===== src/rtl/pdw_pkg.sv =====
// Shared types, constants and helper functions of the particle drift block.
// No dependencies.
package pdw_pkg;

	localparam int FRAC_BITS = 20;
	localparam int FACT_FRAC = 24;
	localparam int MAX_BOX   = 4096;
	localparam int MID_DEPTH = 4;
	localparam int OUT_DEPTH = 8;
	localparam int CFG_IDX_W = 3;

	localparam logic [CFG_IDX_W-1:0] CFG_DRIFT_FACTOR = 3'd0;
	localparam logic [CFG_IDX_W-1:0] CFG_BOX_X        = 3'd1;
	localparam logic [CFG_IDX_W-1:0] CFG_BOX_Y        = 3'd2;
	localparam logic [CFG_IDX_W-1:0] CFG_BOX_Z        = 3'd3;

	localparam logic [31:0] DRIFT_RESET = 32'h0100_0000;
	localparam logic [12:0] BOX_RESET   = 13'd256;

	typedef logic [12:0] box_t;
	typedef logic [32:0] span_t;

	typedef struct packed {
		logic [31:0] drift_factor;
		box_t        box_x;
		box_t        box_y;
		box_t        box_z;
	} cfg_t;

	typedef struct packed {
		logic signed [31:0] vel_x;
		logic signed [31:0] vel_y;
		logic signed [31:0] vel_z;
		logic               last;
	} vel_t;

	// box in whole cells, clamped to [1, MAX_BOX], in Q20 units
	function automatic span_t box_span(box_t cells);
		box_t c;
		if (cells == 13'd0) begin
			c = 13'd1;
		end else if (cells > 13'(MAX_BOX)) begin
			c = 13'(MAX_BOX);
		end else begin
			c = cells;
		end
		return {c, {FRAC_BITS{1'b0}}};
	endfunction

	function automatic logic [63:0] sat_add(logic [63:0] a, logic [63:0] b);
		logic [64:0] r;
		r = {1'b0, a} + {1'b0, b};
		return r[64] ? {64{1'b1}} : r[63:0];
	endfunction

endpackage


===== src/rtl/pdw_front.sv =====
// Front end: takes particles from the input queue port, masks positions
// and holds them in a short queue for the back end. Uses pdw_pkg.
module pdw_front #(
	parameter int PW = 32
) (
	input  logic              clk,
	input  logic              arst_n,
	input  logic              push,
	output logic              full,
	input  logic [31:0]       pos_x,
	input  logic [31:0]       pos_y,
	input  logic [31:0]       pos_z,
	input  pdw_pkg::vel_t     vel,
	output logic              q_valid,
	output logic [PW-1:0]     q_pos_x,
	output logic [PW-1:0]     q_pos_y,
	output logic [PW-1:0]     q_pos_z,
	output pdw_pkg::vel_t     q_vel,
	input  logic              q_take
);

	localparam int AW = $clog2(pdw_pkg::MID_DEPTH);
	localparam int CW = $clog2(pdw_pkg::MID_DEPTH + 1);

	logic [PW-1:0]  px_q [pdw_pkg::MID_DEPTH];
	logic [PW-1:0]  py_q [pdw_pkg::MID_DEPTH];
	logic [PW-1:0]  pz_q [pdw_pkg::MID_DEPTH];
	pdw_pkg::vel_t  vel_q [pdw_pkg::MID_DEPTH];
	logic [AW-1:0]  wr_ptr_q;
	logic [AW-1:0]  rd_ptr_q;
	logic [CW-1:0]  cnt_q;
	logic           wr;

	assign full = (cnt_q == CW'(pdw_pkg::MID_DEPTH));
	assign wr = push && !full;
	assign q_valid = (cnt_q != '0);

	assign q_pos_x = px_q[rd_ptr_q];
	assign q_pos_y = py_q[rd_ptr_q];
	assign q_pos_z = pz_q[rd_ptr_q];
	assign q_vel   = vel_q[rd_ptr_q];

	always_ff @(posedge clk) begin
		if (wr) begin
			px_q[wr_ptr_q]  <= pos_x[PW-1:0];
			py_q[wr_ptr_q]  <= pos_y[PW-1:0];
			pz_q[wr_ptr_q]  <= pos_z[PW-1:0];
			vel_q[wr_ptr_q] <= vel;
		end
	end

	always_ff @(posedge clk or negedge arst_n) begin
		if (!arst_n) begin
			wr_ptr_q <= '0;
			rd_ptr_q <= '0;
			cnt_q    <= '0;
		end else begin
			if (wr) begin
				wr_ptr_q <= wr_ptr_q + 1'b1;
			end
			if (q_take) begin
				rd_ptr_q <= rd_ptr_q + 1'b1;
			end
			unique case ({wr, q_take})
				2'b10: cnt_q <= cnt_q + 1'b1;
				2'b01: cnt_q <= cnt_q - 1'b1;
				default: cnt_q <= cnt_q;
			endcase
		end
	end

endmodule


===== config.mk =====
export PLATFORM = sky130hd
export DESIGN_NAME = pdw_front
export DESIGN_NICKNAME = d
export VERILOG_FILES = /design/src/rtl/pdw_pkg.sv /design/src/rtl/pdw_front.sv
export SDC_FILE = /design/constraint.sdc
export NUM_CORES = 1
export LEC_CHECK = 0
export BUFFER_PORTS_ARGS = -buffer_cell sky130_fd_sc_hd__buf_4
export CAP_MARGIN = 5
export CORE_ASPECT_RATIO = 0.9
export CORE_MARGIN = 4
export CORE_UTILIZATION = 45
export CTS_BUF_LIST = sky130_fd_sc_hd__clkbuf_8
export DETAILED_ROUTE_END_ITERATION = 6
export GPL_TIMING_DRIVEN = 1
export PLACE_DENSITY = 0.67
export SLEW_MARGIN = 15
export SYNTH_ARGS = -nofsm -noshare
export SYNTH_HDL_FRONTEND = slang
export SYNTH_SLANG_ARGS = --single-unit

===== constraint.sdc =====
create_clock -name clk -period 8.8 [get_ports clk]
set_input_delay 0.44 -clock clk [delete_from_list [all_inputs] [get_ports clk]]
set_output_delay 0.44 -clock clk [all_outputs]
set_load 0.01 [all_outputs]

Yosys cells after proc, flatten, opt, wreduce, memory -nomap -nowiden. Memory sizes are Yosys's and may differ from the RTL's. Cells that the tools add are included.

Bits in registers: 7. RAM bits: 772. Bits of input ports: 197. Memories: 4.

Memory list: vel_q (words 4, width 97, rd ports 1, clocked after Yosys merged registers in 0, write ports 1, line pdw_front.sv:28) `pdw_pkg::vel_t vel_q [pdw_pkg::MID_DEPTH];`; px_q (words 4, width 32, rd ports 1, clocked after Yosys merged registers in 0, write ports 1, line pdw_front.sv:25) `logic [PW-1:0] px_q [pdw_pkg::MID_DEPTH];`; py_q (words 4, width 32, rd ports 1, clocked after Yosys merged registers in 0, write ports 1, line pdw_front.sv:26) `logic [PW-1:0] py_q [pdw_pkg::MID_DEPTH];`; pz_q (words 4, width 32, rd ports 1, clocked after Yosys merged registers in 0, write ports 1, line pdw_front.sv:27) `logic [PW-1:0] pz_q [pdw_pkg::MID_DEPTH];`.

$add $sub $neg: 4. Eq/ne operators: 3. Muxes and demuxes: 3. Reductions and logical operators: 4.

Operators by type and width (number): case mux 3 bit (2 select lines) (1); adder 2 x 1 -> 2 bit (second input constant) (2); adder 3 x 1 -> 3 bit (second input constant) (1); == test 3 bit (second input constant) (1); nonzero test 3 bit (1); subtractor 3 x 1 -> 3 bit (second input constant) (1); == test 2 x 1 -> 1 bit (second input constant) (1); == test 2 bit (second input constant) (1); two-way mux 1 bit (2); nonzero test 2 bit (1); logical AND 1 bit (1); logical NOT 1 bit (1).

Logic depth before layout (Yosys ltp). Gate-level depths: netlist of run 1.

Depth after elaboration: 5. Mapped depth: 9. Depth with buffers taken out: 9.

Worst setup path after synthesis of run 1. No wires, ideal clock.

Path type: register to register. Start: register cnt_q[2]. End: memory px_q[0][0] (enable). Data arrival time: 5.311 ns. Data required time: 8.223 ns. Setup slack: 2.912 ns. Cell stages (with the launch flop): 4. Cell sequence: dfrtp_1 > nor3b_1 > nor2b_1 > and2_1.

Longest elaborated chain between the ends: 5.

Ends and longest elaborated chain: from (decl) (line pdw_front.sv:31) `logic [CW-1:0] cnt_q;`; from (signal assigned) (line pdw_front.sv:65) `2'b10: cnt_q <= cnt_q + 1'b1;`; from (signal assigned) (line pdw_front.sv:66) `2'b01: cnt_q <= cnt_q - 1'b1;`; from (signal assigned) (line pdw_front.sv:67) `default: cnt_q <= cnt_q;`; == test 3 bit (line pdw_front.sv:34) `assign full = (cnt_q == CW'(pdw_pkg::MID_DEPTH));`; named net full (line pdw_front.sv:9) `output logic full,`; logical NOT 1 bit (line pdw_front.sv:35) `assign wr = push && !full;`; logical AND 1 bit (line pdw_front.sv:35); two-way mux 1 bit (line pdw_front.sv:44) `if (wr) begin`; two-way mux 1 bit (not written as such) (line pdw_front.sv:45) `px_q[wr_ptr_q] <= pos_x[PW-1:0];`; to (decl) (line pdw_front.sv:25).

The timed path passes the listed nets, and every way through them passes these cells.

==> summary.txt, run 1 <==
Outcome
  • Status: finished, final reports clean

Placement
  • DP HPWL: 33400 um
  • Port buffer count: 391
  • Gpl congestion: 0.713
  • Placed instance area: 0.0321 sq mm
  • Cells after DPL: 2244

Logic synthesis
  • Largest cells by area after synthesis: edfxtp_1 (82%), mux4_2 (15%), buf_6 (0.72%)
  • Async set or reset register ratio after synthesis: 0.899%
  • Share of the synthesized area in the top cell type: 82.0%
  • Distinct cell type count after synthesis: 19
  • Post-Synthesis Net Count: 1248
  • Synthesized cell area: 0.0283 sq mm
  • Dominant synthesized flop cell: edfxtp_1
  • Synth Instances: 1045
  • Syn avg cell area: 27.0 sq um
  • Most common cell in the netlist: edfxtp_1
  • Ys Warns: 0
  • EDFF count, synth: 772
  • Top cells by count, synth: edfxtp_1 (772), mux4_2 (193), buf_2 (22), buf_6 (18), dfrtp_1 (7)
  • Sequential area share after synthesis: 82.6%
  • Synth Register Bits: 779
  • Area leader, netlist: edfxtp_1

Routing
  • DR iter-0 viols: 973
  • Routed wire length: 57700 um
  • DR pass1 iterations: 4
  • Total DRC errors in the routed layout: 0
  • Routed vias/inst: 5.09
  • Antenna Nets Post-Route: 0
  • Routed via count: 13500
  • Routed wire length per instance: 21.8 um

Worst setup path
  • Worst R2R Setup Slack: 5330 ps
  • Critical path class: register to output port
  • Startpoint types: register
  • CP max-delay cell: dfrtp_4
  • Critical path's largest stage delay: 1160 ps
  • WP data arrival: 3570 ps
  • Crit-path leading delay family: flip-flops
  • Setup crit end kind: output port
  • R2R depth: 5
  • Reg2reg end: vel_q[3][23]$_DFFE_PP_
  • Most used cell, CP: buf_4
  • Required time worst endpoint: 8360 ps
  • Crit path max fanout: 70
  • Worst-path cell chain: buf_4, mux4_2, buf_4
  • Crit Reg-Reg Startpoint: cnt_q[2]$_DFFE_PN0P_
  • Worst Path Buf+Inv: 2

Finish
  • Final design utilization: 58.5%
  • Layout cells sized above 1: 41.2%
  • Net count, final: 1926
  • Area grow syn2layout: 27.5%
  • Fill cells: 4438
  • Post-Layout Inst Area: 0.0360 sq mm
  • Post-route insts no fill: 2648

Floorplan
  • DIE AREA: 0.0669 sq mm
  • Die W: 272 um
  • Die height: 246 um
  • Placement row count: 86
  • Initial Util: 45.8%
  • # IOs: 392
  • Area of the core: 0.0617 sq mm

STA
  • Final Setup Violations: 0
  • Fmax: 0.250 GHz
  • Slew HR: 25.6%
  • WHS: 107 ps
  • Period minus WS final: 4010 ps
  • Setup TNS: 0 ps
  • Worst-margin pin slew: 1120 ps
  • RSZ-0062 raised after global routing: false
  • Skew final: 26.1 ps
  • Final hold violation count: 0
  • Max Slew Vio Count: 0
  • Post-route clock period utilization: 45.5%

Clock network
  • Clock transition at the registers of the reported paths: 60 ps
  • Clk root buf: clkbuf_8
  • Sink Count: 779
  • Post CTS Setup Buffer Count: 0
  • H-tree levels: 3
  • CTS tree: yes
  • Clock Latency Late Sink: 690 ps
  • CTS buffer count: 118
  • Max clock buf depth: 3

Global route
  • Largest net degree at the start of global routing: 110
  • GR Util All Layers: 17.2%
  • Number of global-route vias before repair: 14600
  • First-pass GRT wire length: 88100 um
  • Initial antenna violation count: 6
  • Overflow after GRT: 0

Power and ir drop
  • Pwr Density: 315 mW/mm^2
  • Peak VDD IR: 308 uV
  • Leakage power: 0.0125 uW

Flow run
  • Max-Cap Viols: 0

Hold path
  • Hold Crit Class: input pin to asynchronous set/reset pin
## per-layer routing
metal  GRT usage [%]  share of wire [%]  wire [um]  vias to the layer above
li1                -                  -          -                     5914
met1            23.6                 41      23500                     7020
met2            27.1                 49      28400                      456
met3            5.48                8.1       4690                       78
met4            4.78                1.9       1120                        2
met5               0              0.023         13                        -
## worst reg2reg max path: stages, from the launching register on
cell and delay (ps):
dfrtp_1 390, nor3b_1 160, nor2b_1 420, and2_4 620, buf_4 590, buf_4 810
## flip-flops by register name (all words and copies together), names as in the netlist
register  flops
px_q        128
pz_q        128
py_q        128
cnt_q         3
vel_q       388
rd_ptr_q      2
wr_ptr_q      2
## what timing repair did
| item | CTS | global route |
|---|---|---|
| resized for setup | 0 | 0 |
| hold buffers | 195 | 0 |
| hold endpoints to repair | 781 | 0 |
## layout by cell type (no fill, tap or decap), drive strengths merged
cell / Yosys / layout
edfxtp: 772 / 772
buf: 40 / 407
dlygate4sd3: 0 / 195
mux4: 193 / 193
clkbuf: 4 / 121
inv: 6 / 53
clkinv: 0 / 34
dfrtp: 7 / 7
diode: 0 / 5
ha: 5 / 5
and2: 4 / 4
xnor2: 3 / 3
xor2: 3 / 3
clkinvlp: 0 / 2
nor3b: 1 / 1
nor2b: 1 / 1
or3: 1 / 1
mux2i: 1 / 1
mux2: 1 / 1
nand2: 1 / 1
nor2: 1 / 1
fa: 1 / 1
## cells by family after synthesis
| family | share of synthesized area [%] |
|---|---|
| buffers and inverters | 1.24 |
| AND/OR/NAND/NOR | 0.186 |
| XOR/XNOR | 0.186 |
| adder cells (fa/ha/maj) | 0.292 |
| multiplexers | 15.5 |
| flip-flops | 82.6 |
## worst max path at each step
stage	startpoint	endpoint	slack, ps	cells past startpoint
6_report	rd_ptr_q[1]$_DFFE_PN0P_	q_vel[2]	4790	3
5_1_grt	rd_ptr_q[0]$_DFFE_PN0P_	q_vel[2]	4520	3
4_1_cts	rd_ptr_q[1]$_DFFE_PN0P_	q_pos_y[31]	4650	3
3_5_place_dp	cnt_q[2]$_DFFE_PN0P_	vel_q[3][23]$_DFFE_PP_	5270	5
3_3_place_gp	cnt_q[2]$_DFFE_PN0P_	vel_q[2][26]$_DFFE_PP_	5300	5
2_1_floorplan	cnt_q[2]$_DFFE_PN0P_	px_q[0][0]$_DFFE_PP_	2910	3
## power breakdown
part,total [uW],switching [uW],internal (uW)
Combinational,3630,1810,1820
Sequential,5180,275,4910
Clock,2550,1290,1260
## through the flow
| stage | total power (uW) | worst slack (ps) |
|---|---|---|
| 2_1_floorplan | 7400 | 2910 |
| 3_3_place_gp | 8860 | 5300 |
| 3_5_place_dp | 8900 | 5270 |
| 4_1_cts | 11600 | 4650 |
| 5_1_grt | 12000 | 4520 |
| 6_report | 11400 | 4790 |
## final cells by class
type	count	area [sq um]	share of cell area (%)
flip-flops and latches	779	23400	64.8
diodes	5	12.5	0.0347
multi-input cells	216	4570	12.7
clock inverters	83	350	0.972
repair buffers	602	5020	13.9
inverters	6	22.5	0.0625
well taps	836	1050	2.90
clock buffers	121	1670	4.62
(Power assumes the default switching activity.)
==> run 2, diff against run 1 <==
--- a/config.mk
+++ b/config.mk
@@ -13,7 +13,7 @@
 export CTS_BUF_LIST = sky130_fd_sc_hd__clkbuf_8
 export DETAILED_ROUTE_END_ITERATION = 6
 export GPL_TIMING_DRIVEN = 1
-export PLACE_DENSITY = 0.67
+export PLACE_DENSITY = 0.69
 export SLEW_MARGIN = 15
 export SYNTH_ARGS = -nofsm -noshare
 export SYNTH_HDL_FRONTEND = slang
==> constraint.sdc (replaced) <==
create_clock -name clk -period 3.53 [get_ports clk]
set_input_delay 0.1765 -clock clk [delete_from_list [all_inputs] [get_ports clk]]
set_output_delay 0.1765 -clock clk [all_outputs]
set_load 0.01 [all_outputs]
==> run 2 against run 1 <==
Cell count grew 1.5%. First-iteration DRC count fell by 8.5%. Clock power rose to 2.6 times the previous value. Wire length increased by 2.2%. Critical endpoint is now q_vel[42].
==> summary.txt, run 2 (synthesized netlist as in run 1, its figures left out) <==
Clock network
  • H-tree levels: 3 (unchanged)
  • Clock Latency Late Sink: 680 ps (about the same)
  • Clock transition at the registers of the reported paths: 70 ps (about the same)
  • PostCTS Resize Cnt: 0 (unchanged)
  • Post CTS Setup Buffer Count: 0 (unchanged)
  • CTS hold repair buffers: 197 (+1.0%)
  • Clk root buf: clkbuf_8
  • CTS tree: yes
  • CTS buffer count: 117 (-0.85%)
  • Max clock buf depth: 3 (unchanged)
  • Sink Count: 779 (unchanged)

Worst setup path
  • WP data arrival: 2840 ps (-730 ps)
  • R2R depth: 4 (-1)
  • Required time worst endpoint: 3350 ps (-5010 ps)
  • Reg2reg end: vel_q[3][23]$_DFFE_PP_
  • Critical path class: register to output port
  • Startpoint types: register
  • Crit path max fanout: 35 (-50%)
  • Worst-path cell chain: buf_4, mux4_2, buf_4
  • Worst R2R Setup Slack: 1110 ps (-4220 ps)
  • Critical path's largest stage delay: 960 ps (-200 ps)
  • Crit Reg-Reg Startpoint: cnt_q[2]$_DFFE_PN0P_
  • Worst Setup SP: rd_ptr_q[0]$_DFFE_PN0P_
  • Setup crit end kind: output port
  • Most used cell, CP: buf_4
  • CP max-delay cell: dfrtp_4

Power and ir drop
  • P_int: 20400 uW (+160%)
  • Net Sw Frac: 29.8% (+0.14 points)
  • Combinational share of power: 32.8% (+0.9 points)
  • Peak VDD IR: 528 uV (+72%)
  • Clk pwr share: 23.0% (+0.6 points)
  • Sequential group share of total power: 44.3% (-1.3 points)
  • Sw power: 8640 uW (+160%)
  • Leakage power: 0.0127 uW (+1.7%)
  • Total chip power: 29000 uW (+160%)
  • Pwr Density: 793 mW/mm^2 (+150%)

Floorplan
  • # IOs: 392 (unchanged)
  • Placement row count: 86 (unchanged)
  • Die height: 246 um (unchanged)
  • Area of the core: 0.0617 sq mm (unchanged)
  • Die W: 272 um (unchanged)
  • DIE AREA: 0.0669 sq mm (unchanged)
  • Initial Util: 45.8% (unchanged)

STA
  • Period minus WS final: 3020 ps
  • Final Setup Violations: 0 (unchanged)
  • Max Slew Vio Count: 0 (unchanged)
  • Post-route clock period utilization: 85.4%
  • Final hold violation count: 0 (unchanged)
  • RSZ-0062 raised after global routing: false
  • Fmax: 0.332 GHz
  • Worst-margin pin slew: 812 ps (-304 ps)
  • Slew HR: 45.9% (+20 points)
  • Skew final: 43.3 ps (+17.2 ps)

Routing
  • Routed via count: 13600 (+1.1%)
  • Antenna Nets Post-Route: 0 (unchanged)
  • Total DRC errors in the routed layout: 0 (unchanged)
  • Routed wire length per instance: 22.0 um (+0.70%)
  • Routed wire length: 59000 um (+2.2%)
  • Routed vias/inst: 5.07 (-0.41%)
  • DR pass1 iterations: 5 (+1)
  • DR iter-0 viols: 890 (-8.5%)

Finish
  • Most common library cell in the layout ignoring fill and taps: edfxtp_1
  • Net count, final: 1955 (+1.5%)
  • Largest register FFs: 388 (unchanged)
  • Post-Layout Inst Area: 0.0366 sq mm (+1.5%)
  • Layout cells sized above 1: 42.0% (+0.80 points)
  • Area grow syn2layout: 29.5%
  • Register bank with the most flops: vel_q
  • Most frequent cells in the layout: edfxtp_1 (772), buf_4 (418), dlygate4sd3_1 (197)

Flow run
  • Max-Cap Viols: 0 (unchanged)

Global route
  • Number of global-route vias before repair: 15100 (+3.1%)
  • Largest net degree at the start of global routing: 89 (-19%)
  • GR Util All Layers: 17.7% (+0.40 points)
  • First-pass GRT wire length: 90300 um (+2.4%)
  • Overflow after GRT: 0 (unchanged)
  • Initial antenna violation count: 3 (-3)

Placement
  • Gpl congestion: 0.754 (+5.7%)
  • Placed instance area: 0.0325 sq mm (+1.3%)
  • DP HPWL: 36000 um (+7.6%)
  • Port buffer count: 391 (unchanged)

Hold path
  • Hold Path End: py_q[2][27]$_DFFE_PP_
  • Hold Crit Class: input pin to register
  • Hold_sp: pos_y[27]
  • WHS Path Cells: 2

Outcome
  • Status: finished, final reports clean
-- run 2: layout make-up --
class	instances	area [sq um]
Clock inverter	98	508
Fill cell	4353	25100
Inverter	6	22.5
Multi-Input combinational cell	216	4570
Tap cell	836	1050
Antenna cell	3	7.51
Sequential cell	779	23400
Clock buffer	118	1620
Timing Repair Buffer	632	5450
-- run 2: power groups by stage --
| stage | Clock [uW] | Combinational, uW | Sequential, uW |
|---|---|---|---|
| after detailed placement | 0 | 9460 | 13000 |
| final | 6670 | 9510 | 12800 |
| after CTS | 6850 | 9690 | 12900 |
| after global placement | 0 | 9460 | 12900 |
| after floorplan | 0 | 5430 | 12800 |
| after global routing | 7300 | 10100 | 13000 |
-- run 2: worst max path at each step --
stage                            to  depth (start not counted)
2_1_floorplan  px_q[0][0]$_DFFE_PP_                          3
3_3_place_gp   px_q[0][5]$_DFFE_PP_                          4
3_5_place_dp   px_q[0][9]$_DFFE_PP_                          4
4_1_cts                   q_vel[38]                          3
5_1_grt                   q_vel[42]                          3
6_report                  q_vel[42]                          3
-- run 2: metrics by stage --
step / utilization [%] / setup WS [ps] / hold slack (ps) / TNS [ps] / instances
2_1_floorplan: - / -214 / -119 / -165320 / 1045
3_3_place_gp: 52.7 / 1150 / 0.589 / 0 / 2272
3_5_place_dp: 52.7 / 1060 / 4.07 / 0 / 2272
4_1_cts: 59.3 / 344 / 142 / 0 / 2685
5_1_grt: 59.3 / 274 / 169 / 0 / 2688
6_report: 59.3 / 514 / 225 / 0 / 2688
-- run 2: routing by layer --
layer | GRT usage (%) | vias to the layer above | wire (um)
met5 | 0 | - | 0
met2 | 29.4 | 447 | 29900
met3 | 4.61 | 85 | 3870
met1 | 23.3 | 7094 | 24000
li1 | - | 5992 | -
met4 | 5.19 | 0 | 1260
-- run 2: worst max-delay path, delay by kind of cell, from the launching register on --
| family | cells | cell delay (ps) |
|---|---|---|
| flip-flops | 1 | 960 |
| buffers and inverters | 2 | 600 |
| multiplexers | 1 | 560 |
